### src/design/tlve_pkg.sv
// Package for the TLV element encoder: transaction structs, action, status and kind codes,
// and the byte-length helpers used by the front part. No dependencies.
`timescale 1ns / 1ps
package tlve_pkg;

  localparam logic [1:0] ACT_WRITE    = 2'd0;
  localparam logic [1:0] ACT_FINALIZE = 2'd1;
  localparam logic [1:0] ACT_RESTART  = 2'd2;

  localparam logic [1:0] ST_OK      = 2'd0;
  localparam logic [1:0] ST_ZERO_ID = 2'd1;
  localparam logic [1:0] ST_FINAL   = 2'd2;
  localparam logic [1:0] ST_KIND    = 2'd3;

  localparam logic [3:0] KIND_S32     = 4'd0;
  localparam logic [3:0] KIND_U32     = 4'd1;
  localparam logic [3:0] KIND_S64     = 4'd2;
  localparam logic [3:0] KIND_U64     = 4'd3;
  localparam logic [3:0] KIND_FLOAT   = 4'd4;
  localparam logic [3:0] KIND_DOUBLE  = 4'd5;
  localparam logic [3:0] KIND_BOOL    = 4'd6;
  localparam logic [3:0] KIND_VERSION = 4'd9;

  typedef struct packed {
    logic [1:0]  action;
    logic [3:0]  kind_code;
    logic [31:0] item_id;
    logic [63:0] value_bits;
  } in_item_t;

  typedef struct packed {
    logic [7:0] out_byte;
    logic       has_byte;
    logic       last;
    logic [1:0] status;
  } out_item_t;

  // One classified element as it waits between front and back.
  typedef struct packed {
    logic [7:0]  tag;
    logic [31:0] id_al;   // id bytes left-aligned, most significant first
    logic [1:0]  idn;     // id byte count minus one
    logic [63:0] pay_al;  // payload bytes left-aligned
    logic [3:0]  plen;    // payload byte count, 0 to 8
    logic [1:0]  status;
    logic        single;  // one result without a stream byte
  } desc_t;

  typedef struct packed {
    logic  valid;
    desc_t desc;
  } q_head_t;

  // Fewest bytes that hold v as an unsigned number; zero takes none.
  function automatic logic [3:0] ulen(input logic [63:0] v);
    logic [3:0] n;
    n = 4'd8;
    for (int k = 7; k >= 1; k--) begin
      if ((v >> (8 * k)) == 64'd0) n = 4'(k);
    end
    if (v == 64'd0) n = 4'd0;
    return n;
  endfunction

  // Fewest bytes that hold v as a two's complement number; zero takes none.
  function automatic logic [3:0] slen(input logic [63:0] v);
    logic [3:0]  n;
    logic [63:0] top;
    logic [63:0] mask;
    n = 4'd8;
    for (int k = 7; k >= 1; k--) begin
      top  = v >> (8 * k - 1);
      mask = {64{1'b1}} >> (8 * k - 1);
      if (top == 64'd0 || top == mask) n = 4'(k);
    end
    if (v == 64'd0) n = 4'd0;
    return n;
  endfunction

endpackage

### src/design/tlve_front.sv
// Front part of the TLV element encoder: checks each incoming element, keeps the
// finalized flag and turns the element into a descriptor. Depends on tlve_pkg.
`timescale 1ns / 1ps
module tlve_front import tlve_pkg::*; (
  input  logic     clk,
  input  logic     rst_n,
  input  logic     accept,
  input  in_item_t item,
  output desc_t    desc
);

  logic        finalized_r;
  logic        finalized_nxt;
  logic [63:0] lo;
  logic [63:0] p;
  logic [3:0]  len;
  logic [3:0]  kind;
  logic [31:0] id;
  logic [1:0]  idn;
  logic        supported;
  logic [6:0]  pay_sh;
  logic [5:0]  id_sh;

  assign lo = {32'd0, item.value_bits[31:0]};
  assign supported = (item.kind_code <= KIND_BOOL) || (item.kind_code == KIND_VERSION);

  always_comb begin
    kind = item.kind_code;
    id   = item.item_id;
    p    = lo;
    len  = ulen(lo);
    unique case (item.kind_code)
      KIND_S32: begin
        p   = {{32{lo[31]}}, lo[31:0]};
        len = slen({{32{lo[31]}}, lo[31:0]});
      end
      KIND_U32: begin
        p   = lo;
        len = ulen(lo);
      end
      KIND_S64: begin
        p   = item.value_bits;
        len = slen(item.value_bits);
      end
      KIND_U64: begin
        p   = item.value_bits;
        len = ulen(item.value_bits);
      end
      KIND_FLOAT: begin
        p   = lo;
        len = 4'd4;
      end
      KIND_DOUBLE: begin
        p   = item.value_bits;
        len = 4'd8;
      end
      KIND_BOOL: begin
        p   = {63'd0, item.value_bits != 64'd0};
        len = 4'd1;
      end
      default: begin
        id = 32'd0;
      end
    endcase
    // A restart always emits a version element.
    if (item.action == ACT_RESTART) begin
      kind = KIND_VERSION;
      id   = 32'd0;
      p    = lo;
      len  = ulen(lo);
    end
  end

  always_comb begin
    if (id < 32'h100) idn = 2'd0;
    else if (id < 32'h1_0000) idn = 2'd1;
    else if (id < 32'h100_0000) idn = 2'd2;
    else idn = 2'd3;
  end

  assign id_sh  = {2'd3 - idn, 3'b000} + 6'd0;
  assign pay_sh = 7'd64 - {len, 3'b000};

  always_comb begin
    finalized_nxt = finalized_r;
    desc.tag    = {kind, idn, 2'b00};
    desc.id_al  = id << id_sh;
    desc.idn    = idn;
    desc.pay_al = p << pay_sh;
    desc.plen   = len;
    desc.status = ST_OK;
    desc.single = 1'b0;
    unique case (item.action)
      ACT_FINALIZE: begin
        finalized_nxt = 1'b1;
        desc.single   = 1'b1;
      end
      ACT_RESTART: begin
        finalized_nxt = 1'b0;
      end
      ACT_WRITE: begin
        priority if (!supported) begin
          desc.single = 1'b1;
          desc.status = ST_KIND;
        end else if (item.kind_code != KIND_VERSION && item.item_id == 32'd0) begin
          desc.single = 1'b1;
          desc.status = ST_ZERO_ID;
        end else if (finalized_r) begin
          desc.single = 1'b1;
          desc.status = ST_FINAL;
        end
      end
      default: begin
        desc.single = 1'b1;
      end
    endcase
  end

  always_ff @(posedge clk) begin
    if (!rst_n) begin
      finalized_r <= 1'b0;
    end else if (accept) begin
      finalized_r <= finalized_nxt;
    end
  end

endmodule

### src/design/tlve_queue.sv
// Two-entry descriptor queue between the front and back of the TLV element encoder.
// Depends on tlve_pkg.
`timescale 1ns / 1ps
module tlve_queue import tlve_pkg::*; (
  input  logic    clk,
  input  logic    rst_n,
  input  logic    push,
  input  desc_t   push_desc,
  input  logic    pop,
  output logic    full,
  output q_head_t head
);

  desc_t      entry_r [2];
  logic       wr_ptr_r;
  logic       rd_ptr_r;
  logic [1:0] count_r;
  logic [1:0] count_nxt;

  assign full       = (count_r == 2'd2);
  assign head.valid = (count_r != 2'd0);
  assign head.desc  = entry_r[rd_ptr_r];

  always_comb begin
    count_nxt = count_r;
    if (push && !(pop && head.valid)) count_nxt = count_r + 2'd1;
    else if (!push && pop && head.valid) count_nxt = count_r - 2'd1;
  end

  always_ff @(posedge clk) begin
    if (push) entry_r[wr_ptr_r] <= push_desc;
  end

  always_ff @(posedge clk) begin
    if (!rst_n) begin
      wr_ptr_r <= 1'b0;
      rd_ptr_r <= 1'b0;
      count_r  <= 2'd0;
    end else begin
      if (push) wr_ptr_r <= ~wr_ptr_r;
      if (pop && head.valid) rd_ptr_r <= ~rd_ptr_r;
      count_r <= count_nxt;
    end
  end

endmodule

### src/design/tlve_back.sv
// Back part of the TLV element encoder: serialises one descriptor into stream bytes
// and holds them in the output register. Depends on tlve_pkg.
`timescale 1ns / 1ps
module tlve_back import tlve_pkg::*; (
  input  logic      clk,
  input  logic      rst_n,
  input  q_head_t   head,
  output logic      pop,
  output logic      out_valid,
  input  logic      out_stall,
  output out_item_t out_data
);

  logic        active_r, active_nxt;
  logic [3:0]  cnt_r, cnt_nxt;
  logic [3:0]  last_idx_r, last_idx_nxt;
  logic [1:0]  idn_r, idn_nxt;
  logic [3:0]  plen_r, plen_nxt;
  logic [31:0] id_r, id_nxt;
  logic [63:0] pay_r, pay_nxt;
  logic        out_valid_r, out_valid_nxt;
  out_item_t   out_data_r, out_data_nxt;
  logic        adv;

  assign adv       = !out_valid_r || !out_stall;
  assign out_valid = out_valid_r;
  assign out_data  = out_data_r;

  always_comb begin
    active_nxt    = active_r;
    cnt_nxt       = cnt_r;
    last_idx_nxt  = last_idx_r;
    idn_nxt       = idn_r;
    plen_nxt      = plen_r;
    id_nxt        = id_r;
    pay_nxt       = pay_r;
    out_data_nxt  = out_data_r;
    out_valid_nxt = out_valid_r;
    pop           = 1'b0;
    if (adv) begin
      out_valid_nxt = 1'b0;
      if (active_r) begin
        out_valid_nxt         = 1'b1;
        out_data_nxt.has_byte = 1'b1;
        out_data_nxt.status   = ST_OK;
        out_data_nxt.last     = (cnt_r == last_idx_r);
        if (cnt_r <= {2'd0, idn_r} + 4'd1) begin
          out_data_nxt.out_byte = id_r[31:24];
          id_nxt = id_r << 8;
        end else if (cnt_r == {2'd0, idn_r} + 4'd2) begin
          out_data_nxt.out_byte = {4'd0, plen_r};
        end else begin
          out_data_nxt.out_byte = pay_r[63:56];
          pay_nxt = pay_r << 8;
        end
        cnt_nxt = cnt_r + 4'd1;
        if (cnt_r == last_idx_r) active_nxt = 1'b0;
      end else if (head.valid) begin
        // The first result comes straight from the queue head, so items run back to back.
        pop           = 1'b1;
        out_valid_nxt = 1'b1;
        if (head.desc.single) begin
          out_data_nxt.out_byte = 8'd0;
          out_data_nxt.has_byte = 1'b0;
          out_data_nxt.last     = 1'b1;
          out_data_nxt.status   = head.desc.status;
        end else begin
          out_data_nxt.out_byte = head.desc.tag;
          out_data_nxt.has_byte = 1'b1;
          out_data_nxt.last     = 1'b0;
          out_data_nxt.status   = ST_OK;
          active_nxt   = 1'b1;
          cnt_nxt      = 4'd1;
          idn_nxt      = head.desc.idn;
          plen_nxt     = head.desc.plen;
          id_nxt       = head.desc.id_al;
          pay_nxt      = head.desc.pay_al;
          last_idx_nxt = {2'd0, head.desc.idn} + 4'd2 + head.desc.plen;
        end
      end
    end
  end

  always_ff @(posedge clk) begin
    cnt_r      <= cnt_nxt;
    last_idx_r <= last_idx_nxt;
    idn_r      <= idn_nxt;
    plen_r     <= plen_nxt;
    id_r       <= id_nxt;
    pay_r      <= pay_nxt;
    out_data_r <= out_data_nxt;
  end

  always_ff @(posedge clk) begin
    if (!rst_n) begin
      active_r    <= 1'b0;
      out_valid_r <= 1'b0;
    end else begin
      active_r    <= active_nxt;
      out_valid_r <= out_valid_nxt;
    end
  end

endmodule

### src/design/tlv_element_encoder_top.sv
// TLV element encoder, top level. The first result of a transaction passes through the
// queue and then the output register. An element gives 2 + id bytes + payload bytes
// output bytes (3 to 14), one at a time from the back-end serialiser, held while
// out_stall is set; rejected writes, finalize and unused actions give one result
// without a stream byte. A two-entry queue separates the front from the serialiser.
// Reset (synchronous, active low) empties the queue and output and reopens the stream.
`timescale 1ns / 1ps
module tlv_element_encoder_top import tlve_pkg::*; (
  input  logic      clk,
  input  logic      rst_n,
  input  logic      in_valid,
  output logic      in_stall,
  input  in_item_t  in_data,
  output logic      out_valid,
  input  logic      out_stall,
  output out_item_t out_data
);

  logic    accept;
  logic    q_full;
  logic    q_pop;
  desc_t   front_desc;
  q_head_t q_head;

  assign in_stall = q_full;
  assign accept   = in_valid && !q_full;

  tlve_front u_front (
    .clk    (clk),
    .rst_n  (rst_n),
    .accept (accept),
    .item   (in_data),
    .desc   (front_desc)
  );

  tlve_queue u_queue (
    .clk       (clk),
    .rst_n     (rst_n),
    .push      (accept),
    .push_desc (front_desc),
    .pop       (q_pop),
    .full      (q_full),
    .head      (q_head)
  );

  tlve_back u_back (
    .clk       (clk),
    .rst_n     (rst_n),
    .head      (q_head),
    .pop       (q_pop),
    .out_valid (out_valid),
    .out_stall (out_stall),
    .out_data  (out_data)
  );

endmodule
### config.mk
export PLATFORM = sky130hd
export DESIGN_NAME = tlv_element_encoder_top
export DESIGN_NICKNAME = d
export VERILOG_FILES = /design/src/design/tlve_pkg.sv /design/src/design/tlve_front.sv /design/src/design/tlve_queue.sv /design/src/design/tlve_back.sv /design/src/design/tlv_element_encoder_top.sv
export SDC_FILE = /design/constraint.sdc
export NUM_CORES = 1
export LEC_CHECK = 0
export BUFFER_PORTS_ARGS = -buffer_cell sky130_fd_sc_hd__clkbuf_2
export CELL_PAD_IN_SITES_DETAIL_PLACEMENT = 0
export CELL_PAD_IN_SITES_GLOBAL_PLACEMENT = 2
export CORE_MARGIN = 3
export CORE_UTILIZATION = 42
export CTS_CLUSTER_DIAMETER = 80
export DETAILED_ROUTE_END_ITERATION = 10
export PLACE_DENSITY_LB_ADDON = 0.3
export SLEW_MARGIN = 15
export SYNTH_ARGS = -nofsm -noshare
export SYNTH_HDL_FRONTEND = slang
export SYNTH_SLANG_ARGS = --single-unit
### constraint.sdc
create_clock -name clk -period 7.4 [get_ports clk]
set_input_delay 0.74 -clock clk [delete_from_list [all_inputs] [get_ports clk]]
set_output_delay 0.74 -clock clk [all_outputs]
set_load 0.02 [all_outputs]
==> impl_metrics.tcl, run 1 <==
set metrics [dict create \
    grt_overflow 0 \
    clock_latency_ns 0.53 \
    avgRoutedWirePerCell_um 23.5 \
    post_cts_resized 0 \
    cts_tree "built" \
    vias 11754 \
    grt.met2_usage_pct 33.0 \
    antenna_cells 0 \
    worstPathRequired_ns 7.77 \
    postCtsSetupBuffers 0 \
    die_area_um2 42600 \
    fin_crit_sh_pct 83.5 \
    gr-usage-met3_pct 4.46 \
    cp-startpoint "in_data[11]" \
    async_flop_share_pct 0 \
    cpMaxStageDelayCell "a211oi_1" \
    layout_common_cells "edfxtp_1 (340), nand2_1 (190), mux2i_1 (138), o21ai_0 (120), clkbuf_2 (119)" \
    slew_headroom_pct 20.6 \
    met1_usage_pct 33.7 \
    cp_common_cell "or2_2" \
    reg2reg_from "u_back.idn_r[0]$_DFFE_PP_" \
    leakagePower_nw 6.63 \
    synth-seq-area-share_pct 61.5 \
    num-fill-cells 3547 \
    chipHeight_um 206 \
    placementRows 72 \
    io_pins 120 \
    timing.rr.end "u_back.pay_r[12]$_DFFE_PP_" \
    grt.total_usage_pct 22.5 \
    reg2regPathDepth 10 \
    h-tree-depth 2 \
    syn-num-nets 1514 \
    worst_pin_slew_ns 1.18 \
    drive_above_1_share_pct 15.4 \
    setup_viol 0 \
    synthesis.area_um2 16900 \
    grt_max_degree 109 \
    vdd_ir_drop_max_mv 0.178 \
    cts_root_buf "clkbuf_16" \
    hold_class "flip-flop to flip-flop" \
    status "finished clean" \
    grt_setup_unrepaired "no" \
    hold_buffers 0 \
    vias_per_cell 5.76 \
    ys_ff_latch 348 \
    drv_cap 0 \
    worstPathCellList "clkbuf_2, or4_1, or4_4, o31ai_1, o211a_1, o21ai_1, buf_4, or2_2, inv_1, ha_1, o2111ai_1, a41oi_1, a211oi_2, or2_2, a211oi_1, and2_1" \
    ys_types 71 \
    clockBufferDepth 3 \
    grt_pass1_vias 11571 \
    min_period_ns 6.18 \
    cp_slowest_stage_delay_ns 1.01 \
    port_buffers 119 \
    grt-busiest-layer "met1" \
    layout_commonest_cell "edfxtp_1" \
    initial_core_util_pct 43.0 \
    antenna_found_initial 2 \
    syn_inst 1396 \
    place.gp.congestion 0.920 \
    cts_buffers 36 \
    slew_viol_final 0 \
    crit_fanout 21 \
    grt_first_pass_wirelength_um 71600 \
    wl_um 47900 \
    core_um2 39200 \
    dp_hpwl_um 34200 \
    setup_tns_ns 0 \
    drtIter0Drc 1122 \
    drc 0 \
    min_from "u_queue.rd_ptr_r$_SDFFE_PN0P_" \
    min_to "u_queue.rd_ptr_r$_SDFFE_PN0P_" \
    cp-start-kind "input port" \
    synth_area_per_cell_um2 12.1 \
    rrSetupSlack_ns 3.99 \
    die_w_um 206 \
    ant_nets 0 \
    crit_type "input port to flip-flop" \
    finalHoldViolations 0 \
    clock-sinks 348 \
    max_freq_mhz 162 \
    power_mw 5.89 \
    layout-area-overhead-vs-synth_pct 12.8 \
    nets 1618 \
    arrival_ns 6.55 \
    fin_worst_skew_ns 0.0196 \
    drtPass1Iterations 5 \
    path_clk_slew_ns 0.06 \
    holdPathStages 2 \
    synth_edf_count 340 \
    yosysWarnings 0 \
    synthFlopType "edfxtp_1" \
    p_per_area_nw_per_um2 309 \
    cp-end-kind "flip-flop" \
]
final cells by class:
type / instances / area [µm²] / share of cell area, %
timing repair buffer: 139 / 746 / 3.92
tap: 518 / 648 / 3.41
sequential: 348 / 10400 / 54.6
inverter: 23 / 86.3 / 0.454
clock inverter: 17 / 113 / 0.592
multi-input combinational: 952 / 6120 / 32.2
clock buffer: 44 / 931 / 4.89
flip-flops by register name, indices dropped and copies added (netlist names), named ones only:
register,count
u_back.out_data,12
u_back.idn_r,2
u_back.last_idx_r,4
u_queue.count_r,2
u_back.out_valid,1
u_back.pay_r,64
u_back.active_r,1
u_front.finalized_r,1
u_queue.entry_r,218
u_queue.rd_ptr_r,1
u_back.id_r,32
u_back.plen_r,4
u_back.cnt_r,4
u_queue.wr_ptr_r,1
worst max-delay path by stage:
stage,cells after the start,end
2_1_floorplan,3,u_queue.entry_r[0][0]$_DFFE_PP_
3_3_place_gp,16,u_queue.entry_r[1][8]$_DFFE_PP_
3_5_place_dp,16,u_queue.entry_r[0][13]$_DFFE_PP_
4_1_cts,16,u_queue.entry_r[0][13]$_DFFE_PP_
5_1_grt,17,u_queue.entry_r[0][40]$_DFFE_PP_
6_report,16,u_queue.entry_r[1][8]$_DFFE_PP_
Yosys cell counts (8+ instances only):
library cell	count	area, µm²
edfxtp_1	340	10200
and2_1	15	93.8
nand2_1	190	713
ha_1	11	138
nor3_1	17	85.1
and3_1	25	156
o21ai_0	121	606
a31oi_1	16	100
mux2_2	22	248
nand4_1	16	100
a22oi_1	11	82.6
nor2_1	87	327
o22ai_1	13	81.3
clkbuf_1	56	210
mux2i_1	138	1380
a21o_1	8	60.1
nor4_1	22	138
o22a_1	15	131
dfxtp_1	8	160
nand3_1	10	50.1
inv_1	22	82.6
a21oi_1	83	415
nor2b_1	12	75.1
nand2b_1	9	56.3
xnor2_1	9	78.8
cell families (layout without fill, tap and decap cells):
family	Yosys count	in the layout	synth area share (%)
flops	348	348	61.5
xor+xnor	13	13	0.675
buf+inv	96	223	2.35
simple gates	433	433	12.0
fa+ha+maj	12	12	0.935
mux	167	167	10.6
compound gates	327	327	11.9
metrics by stage:
step                hold WS, ns  worst slack, ns  utilization, %  instances  area, µm²
floorplan                 0.472            0.937               -       1396      16900
global placement          0.488            0.884            45.9       1980      18000
detailed placement        0.504            0.917            45.9       1980      18000
CTS                       0.521             1.42            48.5       2041      19000
global route              0.548            0.808            48.5       2041      19000
finish                    0.513             1.22            48.5       2041      19000
power breakdown:
part / internal (mW) / total [mW] / leakage, nW / switching (mW)
clock network: 0.902 / 1.62 / 0.501 / 0.717
logic: 0.474 / 1.38 / 2.82 / 0.905
registers: 2.72 / 2.89 / 3.31 / 0.166
worst max-delay path: cells and delay by family:
family | cells | cell delay [ns]
compound gates | 7 | 2.44
fa+ha+maj | 1 | 0.39
simple gates | 5 | 2.12
buf+inv | 3 | 0.85
layer usage:
layer  share of wire [%]  vias up  routed length, µm
met4                 2.9        2               1410
met1                  47     5741              22300
met5               0.027        -                 13
met2                  43      416              20700
met3                 7.2       72               3470
li1                    -     5523                  -
Power figures use the tool's default switching activity.
==> run 2: changes to the inputs <==
==> constraint.sdc (replaced) <==
create_clock -name clk -period 6.4 [get_ports clk]
set_input_delay 0.64 -clock clk [delete_from_list [all_inputs] [get_ports clk]]
set_output_delay 0.64 -clock clk [all_outputs]
set_load 0.02 [all_outputs]
==> run 2 against run 1 <==
  * Register-to-register slack got worse by 0.75 ns
  * Hold slack lost 0.051 ns
  * Power grew 19%
  * Cell area rose by 0.97%
  * Wire length up 1.9%
  * Via count is 0.76% higher
  * Combinational power grew 17%
  * Final cell count rose by 0.44%
  * Global-route usage rose by 0.47 points
  * Die area unchanged
  * Critical path type unchanged
  * Largest power group unchanged
==> impl_metrics.tcl, run 2 (same netlist as run 1, synthesis figures left out) <==
set metrics [dict create \
    swShare_pct 29.5 \
    vias_per_cell 5.78 \
    vias 11843 \
    antenna_found_initial 0 \
    top_register "u_queue.entry_r" \
    vdd_ir_drop_max_mv 0.201 \
    clock_latency_ns 0.52 \
    grt_first_pass_wirelength_um 72900 \
    grt.total_usage_pct 22.9 \
    status "finished clean" \
    drtIter0Drc 1248 \
    layout-area-overhead-vs-synth_pct 13.9 \
    antenna_cells 0 \
    hold_buffers 0 \
    worstPathRequired_ns 6.71 \
    die_area_um2 42600 \
    grt_max_degree 105 \
    nets 1625 \
    dp_worst_setup_slack_ns 0.769 \
    finalWorstSetupSlack_ns 1.23 \
    fin_crit_sh_pct 80.7 \
    layout_common_cells "edfxtp_1 (340), nand2_1 (190), mux2i_1 (138), o21ai_0 (120), clkbuf_2 (119)" \
    slew_headroom_pct 14.5 \
    worst_hold_slack_ns 0.462 \
    clock-sinks 348 \
    leakagePower_nw 6.72 \
    grt-busiest-layer "met1" \
    min_period_ns 5.17 \
    postCtsSetupBuffers 0 \
    grt_setup_unrepaired "no" \
    p_int_mw 4.95 \
    power_frac_comb_pct 23.0 \
    die_w_um 206 \
    drc 0 \
    grt.met2_usage_pct 33.8 \
    dp_hpwl_um 35100 \
    cts_buffers 36 \
    reg_top3 "u_queue.entry_r x218, u_back.pay_r x64, u_back.id_r x32" \
    cp_common_cell "nand2_1" \
    clockBufferDepth 3 \
    design_area_um2 19200 \
    crit_fanout 16 \
    grt_overflow 0 \
    worstPathCellList "clkbuf_2, or4_1, or4_4, nor3_1, nand2_1, nand2_1, a211oi_4, buf_4, or2_2, inv_1, ha_1, o2111ai_1, a41oi_1, a211oi_2, buf_4, or2_2, nor2_1, nand2_1, o221ai_1" \
    ant_nets 0 \
    io_pins 120 \
    slew_viol_final 0 \
    gr-usage-met3_pct 2.80 \
    cp-end-kind "flip-flop" \
    port_buffers 119 \
    crit_buf_inv 4 \
    placementRows 72 \
    cpMaxStageDelayCell "or4_1" \
    arrival_ns 5.47 \
    finalHoldViolations 0 \
    cts_root_buf "clkbuf_16" \
    largest_register_ffs 218 \
    core_um2 39200 \
    h-tree-depth 2 \
    post_cts_resized 0 \
    hold_class "input port to flip-flop" \
    avgRoutedWirePerCell_um 23.8 \
    place.gp.congestion 0.948 \
    p_per_area_nw_per_um2 365 \
    drive_above_1_share_pct 16.3 \
    drtPass1Iterations 7 \
    met1_usage_pct 36.0 \
    initial_core_util_pct 43.0 \
    setup_viol 0 \
    p_clk_share_pct 29.5 \
    cp_slowest_stage_delay_ns 0.59 \
    drv_cap 0 \
    critical_path.top_delay_family "simple AND/OR/NAND/NOR gates" \
    cts_tree "built" \
    layout_commonest_cell "edfxtp_1" \
    worst_pin_slew_ns 1.27 \
    chipHeight_um 206 \
    setup_tns_ns 0 \
    max_freq_mhz 194 \
    placed_area_um2 18000 \
    grt_pass1_vias 11510 \
    fin_worst_skew_ns 0.0222 \
    seq_power_share_pct 47.5 \
    wl_um 48800 \
    cp-start-kind "input port" \
    crit_type "input port to flip-flop" \
    path_clk_slew_ns 0.06 \
    p_switching_mw 2.07 \
]
run 2: cell types whose count changed in the layout (fill, tap and decap cells not counted):
cell,change
buf_4,+7
bufinv_16,+5
clkinv_1,-5
clkinv_2,+2
clkinv_4,+1
clkinvlp_4,+1
inv_16,-1
inv_6,-1
nor2_1,-1
nor2_2,+1
run 2: layout make-up:
class	count	area [µm²]
fill	3516	20000
sequential	348	10400
multi-input combinational	952	6120
clock buffer	44	931
timing repair buffer	146	798
tap	518	648
clock inverter	19	241
inverter	23	86.3
run 2: per-stage QoR:
step	std cells	total power [mW]	util, %
floorplan	1396	4.45	-
global placement	1987	4.98	46.0
detailed placement	1987	5.01	46.0
CTS	2050	7.08	49.0
global route	2050	7.38	49.0
finish	2050	7.02	49.0
run 2: tightest hold or removal path: stages:
cell and delay (ns):
clkbuf_2 0.09, nand2_1 0.12, a21oi_1 0.08
run 2: routing by layer:
metal,wire [µm],part of all wire [%]
met5,0,0
met4,1150,2.4
met1,23700,49
met2,21200,43
met3,2780,5.7
run 2: path summary, 6_finish.rpt:
check / from / endpoint / slack, ns / cells past startpoint
hold / removal: out_stall / u_back.out_valid$_SDFFE_PN0N_ / 0.46 / 3
setup / recovery: in_data[11] / u_queue.entry_r[1][64]$_DFFE_PP_ / 1.23 / 19
hold reg to reg: u_back.pay_r[2]$_SDFFCE_PP0P_ / u_back.pay_r[10]$_DFFE_PP_ / 0.52 / 2
setup reg to reg: u_back.idn_r[1]$_DFFE_PP_ / u_back.pay_r[26]$_DFFE_PP_ / 3.24 / 10
run 2: power groups by stage:
stage | sequential, mW | clock, mW | combinational (mW)
floorplan | 3.36 | 0 | 1.09
global placement | 3.37 | 0 | 1.61
detailed placement | 3.38 | 0 | 1.62
CTS | 3.34 | 2.12 | 1.63
global route | 3.38 | 2.21 | 1.79
finish | 3.33 | 2.07 | 1.62
==> run 3: changes to the inputs <==
--- a/config.mk
+++ b/config.mk
@@ -5,11 +5,12 @@
 export SDC_FILE = /design/constraint.sdc
 export NUM_CORES = 1
 export LEC_CHECK = 0
+export ABC_AREA = 1
 export BUFFER_PORTS_ARGS = -buffer_cell sky130_fd_sc_hd__clkbuf_2
 export CELL_PAD_IN_SITES_DETAIL_PLACEMENT = 0
 export CELL_PAD_IN_SITES_GLOBAL_PLACEMENT = 2
 export CORE_MARGIN = 3
-export CORE_UTILIZATION = 42
+export CORE_UTILIZATION = 38
 export CTS_CLUSTER_DIAMETER = 80
 export DETAILED_ROUTE_END_ITERATION = 10
 export PLACE_DENSITY_LB_ADDON = 0.3
==> constraint.sdc (replaced) <==
create_clock -name clk -period 4.92 [get_ports clk]
set_input_delay 0.492 -clock clk [delete_from_list [all_inputs] [get_ports clk]]
set_output_delay 0.492 -clock clk [all_outputs]
set_load 0.02 [all_outputs]
==> run 3 against run 2 <==
  * Setup slack got worse by 0.16 ns
  * Synthesized area rose by 5.2%
  * Register-to-register slack got worse by 1.3 ns
  * Cell area rose by 4.2%
  * Core utilization fell by 5.3 points
==> impl_metrics.tcl, run 3 <==
set metrics [dict create \
    status "finished clean" \
    max_freq_mhz 260 \
    seq_power_share_pct 46.8 \
    cpMaxStageDelayCell "nor3_1" \
    p_clk_share_pct 26.6 \
    hold_buffers 0 \
    vias_per_cell 5.35 \
    leakagePower_nw 7.98 \
    p_switching_mw 3.32 \
    async_flop_share_pct 0 \
    top_register "u_queue.entry_r" \
    synth-seq-area-share_pct 58.5 \
    reg2regPathDepth 10 \
    io_pins 120 \
    swShare_pct 33.5 \
    die_area_um2 49300 \
    crit_type "input port to flip-flop" \
    chipHeight_um 222 \
    met1_usage_pct 31.7 \
    path_clk_slew_ns 0.06 \
    avgRoutedWirePerCell_um 20.6 \
    nets 2142 \
    cp_common_cell "nand2_1" \
    port_buffers 119 \
    hold_class "input port to flip-flop" \
    synth_commonest_cells "nand2_1 (466), edfxtp_1 (340), nor2_1 (264)" \
    cp-end-kind "flip-flop" \
    synthesis.area_um2 17700 \
    layout-area-overhead-vs-synth_pct 12.9 \
    synth_area_leaders "edfxtp_1 (58%), nand2_1 (9.9%), nand3_1 (6.0%)" \
    cts_root_buf "clkbuf_16" \
    critical_path.top_delay_family "simple AND/OR/NAND/NOR gates" \
    clock-sinks 348 \
    cp-start-kind "input port" \
    timing.rr.end "u_back.pay_r[17]$_DFFE_PP_" \
    synth_top_cell_by_area "edfxtp_1" \
    cts_buffers 37 \
    synth_edf_count 340 \
    clockBufferDepth 3 \
    power_mw 9.93 \
    p_int_mw 6.60 \
    initial_core_util_pct 38.7 \
    drv_cap 0 \
    rrSetupSlack_ns 1.96 \
    worst_pin_slew_ns 1.11 \
    vdd_ir_drop_max_mv 0.317 \
    fin_crit_sh_pct 78.2 \
    arrival_ns 4.13 \
    finalHoldViolations 0 \
    grt_setup_unrepaired "no" \
    num-fill-cells 4459 \
    grt_overflow 0 \
    drc 0 \
    syn-num-nets 2067 \
    grt.met2_usage_pct 33.8 \
    slew_headroom_pct 26.2 \
    grt_pass1_vias 13787 \
    die_w_um 222 \
    largest_register_ffs 218 \
    setup_viol 0 \
    grt_max_degree 110 \
    antenna_cells 0 \
    min_from "out_stall" \
    gr-usage-met3_pct 4.25 \
    slew_viol_final 0 \
    layout_commonest_cell "nand2_1" \
    clock_latency_ns 0.54 \
    dp_hpwl_um 37800 \
    core_um2 45800 \
    synth.most_common_cell "nand2_1" \
    crit_fanout 26 \
    ys_types 51 \
    p_per_area_nw_per_um2 496 \
    layout_common_cells "nand2_1 (466), edfxtp_1 (340), nor2_1 (261), nand3_1 (213), a21oi_1 (207)" \
    vias 14191 \
    post_cts_resized 0 \
    crit_buf_inv 4 \
    min_period_ns 3.85 \
    postCtsSetupBuffers 0 \
    synthFlopType "edfxtp_1" \
    worstPathCellList "clkbuf_2, nand3_2, nand2_1, nor3_1, nor2_1, a22oi_1, ha_1, xor2_4, inv_2, buf_4, nand3_1, nand2_1, inv_1" \
    power_frac_comb_pct 26.6 \
    synth.top_cell.area_share_pct 57.6 \
    cts_tree "built" \
    grt-busiest-layer "met2" \
    min_to "u_back.active_r$_SDFFE_PN0N_" \
    wl_um 54600 \
    antenna_found_initial 1 \
    grt.total_usage_pct 21.8 \
    cp_slowest_stage_delay_ns 0.75 \
    setup_tns_ns 0 \
    h-tree-depth 2 \
    place.gp.congestion 0.890 \
    synth_area_per_cell_um2 9.10 \
    reg_top3 "u_queue.entry_r x218, u_back.pay_r x64, u_back.id_r x32" \
    yosysWarnings 0 \
    drive_above_1_share_pct 11.9 \
    syn_inst 1949 \
    drtPass1Iterations 5 \
    drtIter0Drc 1375 \
    placementRows 78 \
    grt_first_pass_wirelength_um 84200 \
    fin_worst_skew_ns 0.0247 \
    holdPathStages 3 \
    ant_nets 0 \
    ys_ff_latch 348 \
    worstPathRequired_ns 5.20 \
]
[run 3: changes by cell type in the layout (fill, tap and decap cells not counted), moves of 15 or more]
cell and change:
nor2_1 +175, o22a_1 -15, o21ai_0 -72, inv_1 +91, nand3_1 +203, and3_1 -23
mux2i_1 -135, mux2_2 -20, nand2_1 +276, a21oi_1 +126
[run 3: worst max-delay path by stage]
| stage | startpoint | to | slack (ns) | depth (start not counted) |
|---|---|---|---|---|
| detailed placement | in_data[97] | u_queue.entry_r[0][59]$_DFFE_PP_ | 0.57 | 13 |
| global route | in_data[97] | u_queue.entry_r[1][61]$_DFFE_PP_ | 0.85 | 13 |
| global placement | in_data[96] | u_queue.entry_r[0][61]$_DFFE_PP_ | 0.65 | 13 |
| floorplan | u_back.active_r$_SDFFE_PN0N_ | u_back.pay_r[0]$_SDFFCE_PP0P_ | 0.92 | 8 |
| CTS | in_data[97] | u_queue.entry_r[0][59]$_DFFE_PP_ | 1.13 | 13 |
| finish | in_data[97] | u_queue.entry_r[0][59]$_DFFE_PP_ | 1.07 | 13 |
[run 3: routing by layer]
metal	vias up	part of all wire, %
li1	6877	-
met1	6823	46
met2	427	45
met3	64	6.6
met4	0	2.3
met5	-	0
[run 3: tightest hold or removal path: stages]
cell and delay, ns:
clkbuf_2 0.08, nand2_1 0.08, a221oi_1 0.08
[run 3: power by group through the flow]
| stage | Combinational, mW | Clock [mW] | Sequential, mW |
|---|---|---|---|
| floorplan | 1.70 | 0 | 4.67 |
| global placement | 2.64 | 0 | 4.69 |
| detailed placement | 2.66 | 0 | 4.71 |
| CTS | 2.67 | 2.69 | 4.65 |
| global route | 2.96 | 2.81 | 4.72 |
| finish | 2.64 | 2.64 | 4.65 |
[run 3: cell families after synthesis]
kind of cell | after synthesis | synth area share [%]
mux | 5 | 0.296
simple gates | 1035 | 25.0
compound gates | 302 | 9.18
buf+inv | 239 | 5.70
xor+xnor | 8 | 0.438
flops | 348 | 58.5
fa+ha+maj | 12 | 0.889
[run 3: layout make-up]
type                            instances  area, µm²  area share, %
Sequential cell                       348      10400           51.8
Multi-Input combinational cell       1362       6390           31.9
Timing Repair Buffer                  147        881           4.40
Clock inverter                         24        185          0.925
Inverter                              128        482           2.41
Tap cell                              600        751           3.75
Clock buffer                           44        952           4.76
[run 3: stage by stage]
stage                     instances  setup slack, ns  hold slack (ns)  area, µm²  utilization, %
after floorplan                1949            0.921            0.444      17700               -
after global placement         2585            0.649            0.449      18900            41.2
after detailed placement       2585            0.570            0.460      18900            41.2
after CTS                      2653             1.13            0.212      20000            43.7
after global routing           2653            0.845            0.252      20000            43.7
final                          2653             1.07            0.231      20000            43.7
